### config.mk
export PLATFORM = sky130hd
export DESIGN_NAME = screen_aware_freq_stepper_core
export DESIGN_NICKNAME = d
export VERILOG_FILES = /design/src/safs_pkg.sv /design/src/screen_aware_freq_stepper_core.sv
export SDC_FILE = /design/constraint.sdc
export NUM_CORES = 2
export LEC_CHECK = 0
export ABC_AREA = 0
export ABC_CLOCK_PERIOD_IN_PS = 18700
export BUFFER_PORTS_ARGS = -buffer_cell sky130_fd_sc_hd__buf_2
export CAP_MARGIN = 20
export CORE_MARGIN = 4
export CORE_UTILIZATION = 35
export DETAILED_ROUTE_END_ITERATION = 8
export REMOVE_ABC_BUFFERS = 1
export SYNTH_ARGS = -nofsm -noshare
export SYNTH_HDL_FRONTEND = slang
export SYNTH_SLANG_ARGS = --single-unit
### constraint.sdc
create_clock -name aclk -period 18.7 [get_ports aclk]
set_clock_uncertainty 0.15 [all_clocks]
set_input_delay 2.805 -clock aclk [delete_from_list [all_inputs] [get_ports aclk]]
set_output_delay 2.805 -clock aclk [all_outputs]
set_load 0.02 [all_outputs]
### src/safs_pkg.sv
// Shared types, register indexes and constants for the screen-aware frequency stepper.
package safs_pkg;

    localparam int FreqW = 22;   // frequency fields in kHz
    localparam int PctW  = 7;    // percent fields
    localparam int ProdW = FreqW + PctW;       // percent times frequency
    localparam int StepW = FreqW + 1;          // percent times freq / 100 fits here
    localparam int SumW  = FreqW + 2;          // room for a doubled step or a sum

    // floor(2^29 / 100); product estimate is at most one below the true quotient
    localparam int RecipShift = ProdW;
    localparam int RecipW     = 23;
    localparam logic [RecipW-1:0] RECIP_100 = RecipW'(5368709);
    localparam logic [7:0] PCT_DIV = 8'd100;

    localparam int AddrW = 5;
    localparam int DataW = 32;

    // Register index taken from paddr[4:2]
    typedef enum logic [2:0] {
        REG_UP_THRESHOLD   = 3'd0,
        REG_DOWN_THRESHOLD = 3'd1,
        REG_STEP_PERCENT   = 3'd2,
        REG_SLEEP_CAP      = 3'd3,
        REG_FREQ_MAX       = 3'd4,
        REG_FREQ_MIN       = 3'd5
    } reg_idx_t;

    localparam logic [PctW-1:0]  UP_THRESHOLD_RST   = 7'd65;
    localparam logic [PctW-1:0]  DOWN_THRESHOLD_RST = 7'd35;
    localparam logic [PctW-1:0]  STEP_PERCENT_RST   = 7'd10;
    localparam logic [PctW-1:0]  SLEEP_CAP_RST      = 7'd33;
    localparam logic [FreqW-1:0] FREQ_MAX_RST       = {FreqW{1'b1}};
    localparam logic [FreqW-1:0] FREQ_MIN_RST       = '0;

    // Cycles the input is held off while the derived step and cap settle
    localparam logic [1:0] SETTLE_CYCLES = 2'd2;

    typedef struct packed {
        logic [PctW-1:0]  load_pct;
        logic [FreqW-1:0] current_freq;
        logic             screen_on;
    } sample_t;

    typedef struct packed {
        logic             issue;
        logic [FreqW-1:0] target_freq;
        logic             round_mode;
    } result_t;

endpackage

### src/screen_aware_freq_stepper_core.sv
// Top level of the screen-aware frequency stepper: config, derived limits and sample path.
// A sample goes through the input register and then the result register to m_tdata.
// Throughput: one sample per cycle unless m_tready stalls; the next sample may enter while a
// result waits to be taken. After reset, and after every configuration write, s_tready stays
// low while the step and sleep-cap values (percent of freq_max, divided by 100) are recomputed.
// Reset (aresetn low, synchronous) loads the register defaults and clears last_request to 0.
module screen_aware_freq_stepper_core
    import safs_pkg::*;
(
    input  logic                aclk,
    input  logic                aresetn,
    // Sample stream. tdata: load_pct[6:0], current_freq[28:7], screen_on[29], zero[31:30]
    input  logic                s_tvalid,
    output logic                s_tready,
    input  logic [31:0]         s_tdata,
    // Result stream. tdata: issue[0], target_freq[22:1], round_mode[23]
    output logic                m_tvalid,
    input  logic                m_tready,
    output logic [23:0]         m_tdata,
    // Configuration port
    input  logic                psel,
    input  logic                penable,
    input  logic                pwrite,
    input  logic [AddrW-1:0]    paddr,
    input  logic [DataW-1:0]    pwdata,
    output logic [DataW-1:0]    prdata,
    output logic                pready
);

    // ------------------------------------------------------------------
    // Configuration registers
    // ------------------------------------------------------------------
    logic [PctW-1:0]  up_th_reg, dn_th_reg, step_pct_reg, cap_pct_reg;
    logic [FreqW-1:0] fmax_reg, fmin_reg;
    logic             cfg_wr;
    reg_idx_t         cfg_idx;

    assign pready  = 1'b1;
    assign cfg_wr  = psel & penable & pwrite & pready;
    assign cfg_idx = reg_idx_t'(paddr[4:2]);

    always_ff @(posedge aclk) begin
        if (!aresetn) begin
            up_th_reg    <= UP_THRESHOLD_RST;
            dn_th_reg    <= DOWN_THRESHOLD_RST;
            step_pct_reg <= STEP_PERCENT_RST;
            cap_pct_reg  <= SLEEP_CAP_RST;
            fmax_reg     <= FREQ_MAX_RST;
            fmin_reg     <= FREQ_MIN_RST;
        end else if (cfg_wr) begin
            case (cfg_idx)
                REG_UP_THRESHOLD:   up_th_reg    <= pwdata[PctW-1:0];
                REG_DOWN_THRESHOLD: dn_th_reg    <= pwdata[PctW-1:0];
                REG_STEP_PERCENT:   step_pct_reg <= pwdata[PctW-1:0];
                REG_SLEEP_CAP:      cap_pct_reg  <= pwdata[PctW-1:0];
                REG_FREQ_MAX:       fmax_reg     <= pwdata[FreqW-1:0];
                REG_FREQ_MIN:       fmin_reg     <= pwdata[FreqW-1:0];
                default: ;
            endcase
        end
    end

    always_comb begin
        prdata = '0;
        case (cfg_idx)
            REG_UP_THRESHOLD:   prdata = DataW'(up_th_reg);
            REG_DOWN_THRESHOLD: prdata = DataW'(dn_th_reg);
            REG_STEP_PERCENT:   prdata = DataW'(step_pct_reg);
            REG_SLEEP_CAP:      prdata = DataW'(cap_pct_reg);
            REG_FREQ_MAX:       prdata = DataW'(fmax_reg);
            REG_FREQ_MIN:       prdata = DataW'(fmin_reg);
            default:            prdata = '0;
        endcase
    end

    // ------------------------------------------------------------------
    // Derived limits: step = step_pct * fmax / 100, cap = cap_pct * fmax / 100.
    // Three free-running stages: product, reciprocal estimate, correction.
    // The estimate floor(x * floor(2^29/100) / 2^29) is never more than one
    // below the true quotient for x < 2^29, so one compare fixes it.
    // ------------------------------------------------------------------
    logic [ProdW-1:0]        step_prod_reg, cap_prod_reg;
    logic [ProdW-1:0]        step_x_reg, cap_x_reg;
    logic [StepW-1:0]        step_q0_reg, cap_q0_reg;
    logic [StepW-1:0]        step_reg, cap_reg;
    logic [ProdW+RecipW-1:0] step_est, cap_est;
    logic [ProdW-1:0]        step_rem, cap_rem;
    logic [1:0]              settle_reg;

    assign step_est = (ProdW+RecipW)'(step_prod_reg) * (ProdW+RecipW)'(RECIP_100);
    assign cap_est  = (ProdW+RecipW)'(cap_prod_reg) * (ProdW+RecipW)'(RECIP_100);
    assign step_rem = step_x_reg - ProdW'(step_q0_reg) * ProdW'(PCT_DIV);
    assign cap_rem  = cap_x_reg - ProdW'(cap_q0_reg) * ProdW'(PCT_DIV);

    always_ff @(posedge aclk) begin
        step_prod_reg <= ProdW'(step_pct_reg) * ProdW'(fmax_reg);
        cap_prod_reg  <= ProdW'(cap_pct_reg) * ProdW'(fmax_reg);
        step_x_reg    <= step_prod_reg;
        cap_x_reg     <= cap_prod_reg;
        step_q0_reg   <= step_est[RecipShift +: StepW];
        cap_q0_reg    <= cap_est[RecipShift +: StepW];
        step_reg      <= (step_rem >= ProdW'(PCT_DIV)) ? step_q0_reg + 1'b1 : step_q0_reg;
        cap_reg       <= (cap_rem >= ProdW'(PCT_DIV)) ? cap_q0_reg + 1'b1 : cap_q0_reg;
    end

    // Input is held off until a config change has passed through the stages above.
    always_ff @(posedge aclk) begin
        if (!aresetn) begin
            settle_reg <= SETTLE_CYCLES;
        end else if (cfg_wr) begin
            settle_reg <= SETTLE_CYCLES;
        end else if (settle_reg != 2'd0) begin
            settle_reg <= settle_reg - 2'd1;
        end
    end

    // ------------------------------------------------------------------
    // Sample path: input register -> stepping logic -> result register.
    // ------------------------------------------------------------------
    sample_t          in_reg;
    logic             in_valid_reg;
    result_t          out_reg;
    logic             out_valid_reg;
    logic [FreqW-1:0] last_req_reg;
    logic             advance;
    logic             s_xfer;

    assign advance  = in_valid_reg && (!out_valid_reg || m_tready);
    assign s_tready = (settle_reg == 2'd0) && (!in_valid_reg || advance);
    assign s_xfer   = s_tvalid && s_tready;

    always_ff @(posedge aclk) begin
        if (!aresetn) begin
            in_valid_reg <= 1'b0;
        end else if (s_xfer) begin
            in_valid_reg <= 1'b1;
        end else if (advance) begin
            in_valid_reg <= 1'b0;
        end
    end

    always_ff @(posedge aclk) begin
        if (s_xfer) begin
            in_reg.load_pct     <= s_tdata[6:0];
            in_reg.current_freq <= s_tdata[28:7];
            in_reg.screen_on    <= s_tdata[29];
        end
    end

    // Stepping logic. A stale request outside [fmin, fmax] is reloaded from the
    // running frequency before stepping.
    logic             awake, go_up, go_down;
    logic [FreqW-1:0] base;
    logic [SumW-1:0]  up_sum, dn_step, dn_val, cap_lim;
    logic [FreqW-1:0] up_val;
    result_t          res_next;

    always_comb begin
        awake   = in_reg.screen_on;
        go_up   = awake && (in_reg.load_pct > up_th_reg);
        go_down = !awake || (in_reg.load_pct < dn_th_reg);
        base    = ((last_req_reg > fmax_reg) || (last_req_reg < fmin_reg))
                  ? in_reg.current_freq : last_req_reg;

        // Step up saturates at fmax.
        up_sum = SumW'(base) + SumW'(step_reg);
        up_val = (up_sum > SumW'(fmax_reg)) ? fmax_reg : up_sum[FreqW-1:0];

        // Step down: two steps while asleep; a step that swallows the request
        // drops it to fmin. Asleep, the cap (never below fmin) applies too.
        dn_step = awake ? SumW'(step_reg) : {step_reg, 1'b0};
        dn_val  = (SumW'(base) > dn_step) ? SumW'(base) - dn_step : SumW'(fmin_reg);
        cap_lim = (SumW'(cap_reg) < SumW'(fmin_reg)) ? SumW'(fmin_reg) : SumW'(cap_reg);
        if (!awake && (dn_val > cap_lim)) begin
            dn_val = cap_lim;
        end

        res_next = '0;
        if (go_up) begin
            res_next.issue       = 1'b1;
            res_next.target_freq = up_val;
            res_next.round_mode  = 1'b0;
        end else if (go_down) begin
            res_next.issue       = 1'b1;
            res_next.target_freq = dn_val[FreqW-1:0];
            res_next.round_mode  = 1'b1;
        end
    end

    always_ff @(posedge aclk) begin
        if (!aresetn) begin
            out_valid_reg <= 1'b0;
            last_req_reg  <= '0;
        end else begin
            if (advance) begin
                out_valid_reg <= 1'b1;
                if (res_next.issue) begin
                    last_req_reg <= res_next.target_freq;
                end
            end else if (m_tready) begin
                out_valid_reg <= 1'b0;
            end
        end
    end

    always_ff @(posedge aclk) begin
        if (advance) begin
            out_reg <= res_next;
        end
    end

    assign m_tvalid = out_valid_reg;
    assign m_tdata  = {out_reg.round_mode, out_reg.target_freq, out_reg.issue};

    // ------------------------------------------------------------------
    // Assertions
    // ------------------------------------------------------------------
    a_settle_blocks: assert property (@(posedge aclk) disable iff (!aresetn)
        (settle_reg != 2'd0) |-> !s_tready)
        else $error("sample taken while derived limits were settling");

    a_cfg_holds_off: assert property (@(posedge aclk) disable iff (!aresetn)
        cfg_wr |=> !s_tready)
        else $error("input not held off after a configuration write");

    a_idle_result: assert property (@(posedge aclk) disable iff (!aresetn)
        (m_tvalid && !m_tdata[0]) |-> (m_tdata[23:1] == 23'd0))
        else $error("result without issue carries a nonzero payload");

    a_request_tracks: assert property (@(posedge aclk) disable iff (!aresetn)
        (advance && res_next.issue) |=> (last_req_reg == out_reg.target_freq))
        else $error("last request does not follow the issued target");

endmodule

==> flow_summary.json <==
{
  "layout.nets": 7747,
  "die_height_um": 406,
  "critical_path_arrival_ps": 10890,
  "drc_errors": 0,
  "max_cap_violations": 0,
  "critPathKind": "register to register",
  "numPortBuffers": 109,
  "cts_hold_buf": 0,
  "critPathMostFrequentCell": "o21ai_0",
  "core_area_sq_mm": 0.157,
  "synth.distinct_cells": 105,
  "initial_utilization": 0.354,
  "fillers": 15800,
  "grt_max_degree": 71,
  "synth_area_per_cell_sq_um": 9.58,
  "path_max_fanout": 25,
  "std_cell_rows": 145,
  "postSynth.asyncResetShare": 0,
  "ctsResizeCount": 0,
  "critPathCaptureType": "register",
  "hold_depth": 0,
  "grt_use_total": 0.191,
  "syn-instance-count": 5782,
  "cts_setup_buffers": 0,
  "synthTopCellsByArea": "fa_1, ha_1, dfxtp_1, inv_1, nand2_1",
  "grt_pass1_vias": 42200,
  "synth-warning-count": 0,
  "fmax_mhz": 93.5,
  "wl_per_cell_um": 19.5,
  "ff2ff_setup_slack_ps": 8010,
  "fin_crit_ps": 10690,
  "cp_num_buf_inv": 3,
  "fin_util": 0.382,
  "dp_hpwl_um": 126000,
  "min_to": "cap_x_reg[2]$_DFF_P_",
  "cp_top_family": "compound AO/OA/AOI/OAI gates",
  "ioPinCount": 135,
  "rr_worst_depth": 30,
  "cts_tree": "built",
  "fin_setup_tns_ps": 0,
  "period_share": 0.572,
  "rsz0062_at_grt": "no",
  "yosys-top-cells-count": "inv_1, ha_1, fa_1, nand2_1, dfxtp_1",
  "vias_per_cell": 5.12,
  "dieArea_sq_mm": 0.165,
  "yosys.area.top_type": "fa_1",
  "slew_viol_final": 0,
  "yosysTopAreaCellShare": 0.264,
  "setup_viol": 0,
  "cts-root-buf": "clkbuf_16",
  "drtAntennaViolNets": 0,
  "synth_edf_count": 54,
  "yosysSeqAreaShare": 0.138,
  "drtIter0Drc": 2530,
  "clk_latency_ps": 610,
  "timing.rr.start": "fmax_reg[11]$_SDFFE_PN1P_",
  "holdCritPathClass": "register to register",
  "max_slew_margin": 0.290,
  "start_kind": "register",
  "cp.required_ps": 18900,
  "vias": 40800,
  "critPathSlowestCell": "dfxtp_1",
  "hp-start": "cap_prod_reg[2]$_DFF_P_",
  "ys_ff_latch": 356,
  "synthFlopType": "dfxtp_1",
  "synth_most_common_cell": "inv_1",
  "place_congestion": 0.905,
  "finalHoldViolations": 0,
  "drive_above_1_share": 0.0573,
  "clock_path_buffers": 3,
  "clock-sinks": 356,
  "drt_wl_total_um": 156000,
  "r2r-end": "m_tdata[15]$_DFFE_PP_",
  "status": "finished, final reports clean",
  "htree_levels": 2,
  "firstDrtPassIters": 6,
  "grt_pass1_wl_um": 244000,
  "syn_to_final_growth_pct": 8.18,
  "clk_pin_slew_ps": 70,
  "synth_area_sq_mm": 0.0554,
  "die_w_um": 406,
  "antenna_found_initial": 17,
  "slowest_delay_ps": 1000,
  "worst_pin_slew_ps": 1060,
  "numCtsBuffers": 44,
  "overflow": 0
}
## worst max path at each step
stage                               from  depth (start not counted)  slack, ps                     to
2_1_floorplan  fmax_reg[11]$_SDFFE_PN1P_                         28       9520  m_tdata[19]$_DFFE_PP_
3_3_place_gp   fmax_reg[11]$_SDFFE_PN1P_                         30       8260  m_tdata[10]$_DFFE_PP_
3_5_place_dp   fmax_reg[11]$_SDFFE_PN1P_                         30       8280  m_tdata[15]$_DFFE_PP_
4_1_cts        fmax_reg[11]$_SDFFE_PN1P_                         30       8220  m_tdata[10]$_DFFE_PP_
5_1_grt        fmax_reg[11]$_SDFFE_PN1P_                         30       7380  m_tdata[15]$_DFFE_PP_
6_report       fmax_reg[11]$_SDFFE_PN1P_                         30       8010  m_tdata[15]$_DFFE_PP_
## worst reg2reg max path, delay by kind of cell, from the launching register on
kind	cells	cell delay [ps]
adder cells (fa/ha/maj)	3	1140
multiplexers	1	410
flip-flops	1	1000
buffers and inverters	3	890
AO/OA/AOI/OAI	17	5390
AND/OR/NAND/NOR	6	1460
## cells in the final DEF, fill, tap and decap left out, types with 16 or more instances in the layout
master     instances
a211oi_1          34
a21boi_0          29
a21o_1           113
a21oi_1          203
a22oi_1           17
a31oi_1           24
and2_1            89
and3_1            24
buf_2            111
buf_4             76
clkbuf_16         44
dfxtp_1          302
edfxtp_1          54
fa_1             732
ha_1            1054
inv_1           1100
mux2_2            29
mux2i_1          142
nand2_1          450
nand2b_1          43
nand3_1           68
nand4_1           43
nor2_1           173
nor2b_1           60
nor3_1            61
o211ai_1          31
o21a_1            53
o21ai_0          159
o21bai_1          29
o22ai_1           21
o31ai_1           16
xnor2_1          159
xor2_1            71
## cell families after synthesis
logic type | count (synthesis) | share of synthesized area
mux | 173 | 0.0322
flops | 356 | 0.138
compound gates | 885 | 0.108
fa+ha+maj | 1786 | 0.502
other cells | 2 | 0.000136
buf+inv | 1243 | 0.0865
simple gates | 1105 | 0.0958
xor+xnor | 232 | 0.0369
## through the flow
step,hold slack (ps),std cells,cell area (sq um),setup WS (ps)
after global placement,343,7894,58500,8260
final,351,7982,59900,8010
after global routing,382,7976,59900,7380
after floorplan,268,5651,54800,9520
after detailed placement,343,7895,58500,8280
after CTS,356,7974,59900,8220
## final cells by class
class | count | area (sq um) | share of cell area
inverter | 1102 | 4140 | 0.0690
multi-input combinational | 4193 | 43000 | 0.718
timing repair buffer | 188 | 1130 | 0.0189
tap | 2058 | 2570 | 0.0430
sequential | 356 | 7670 | 0.128
antenna | 6 | 15.0 | 0.000250
clock buffer | 58 | 1180 | 0.0197
clock inverter | 21 | 208 | 0.00346
## per-layer routing
layer,track usage,routed length (um),share of wire
met1,0.273,72400,0.46
met3,0.0242,9580,0.061
met2,0.304,69200,0.44
met5,0,44,0.00028
met4,0.0490,4560,0.029
Power is left out: the tool's default activity adds up to more than one toggle a clock period on the data nets, which glitch-free logic cannot reach.
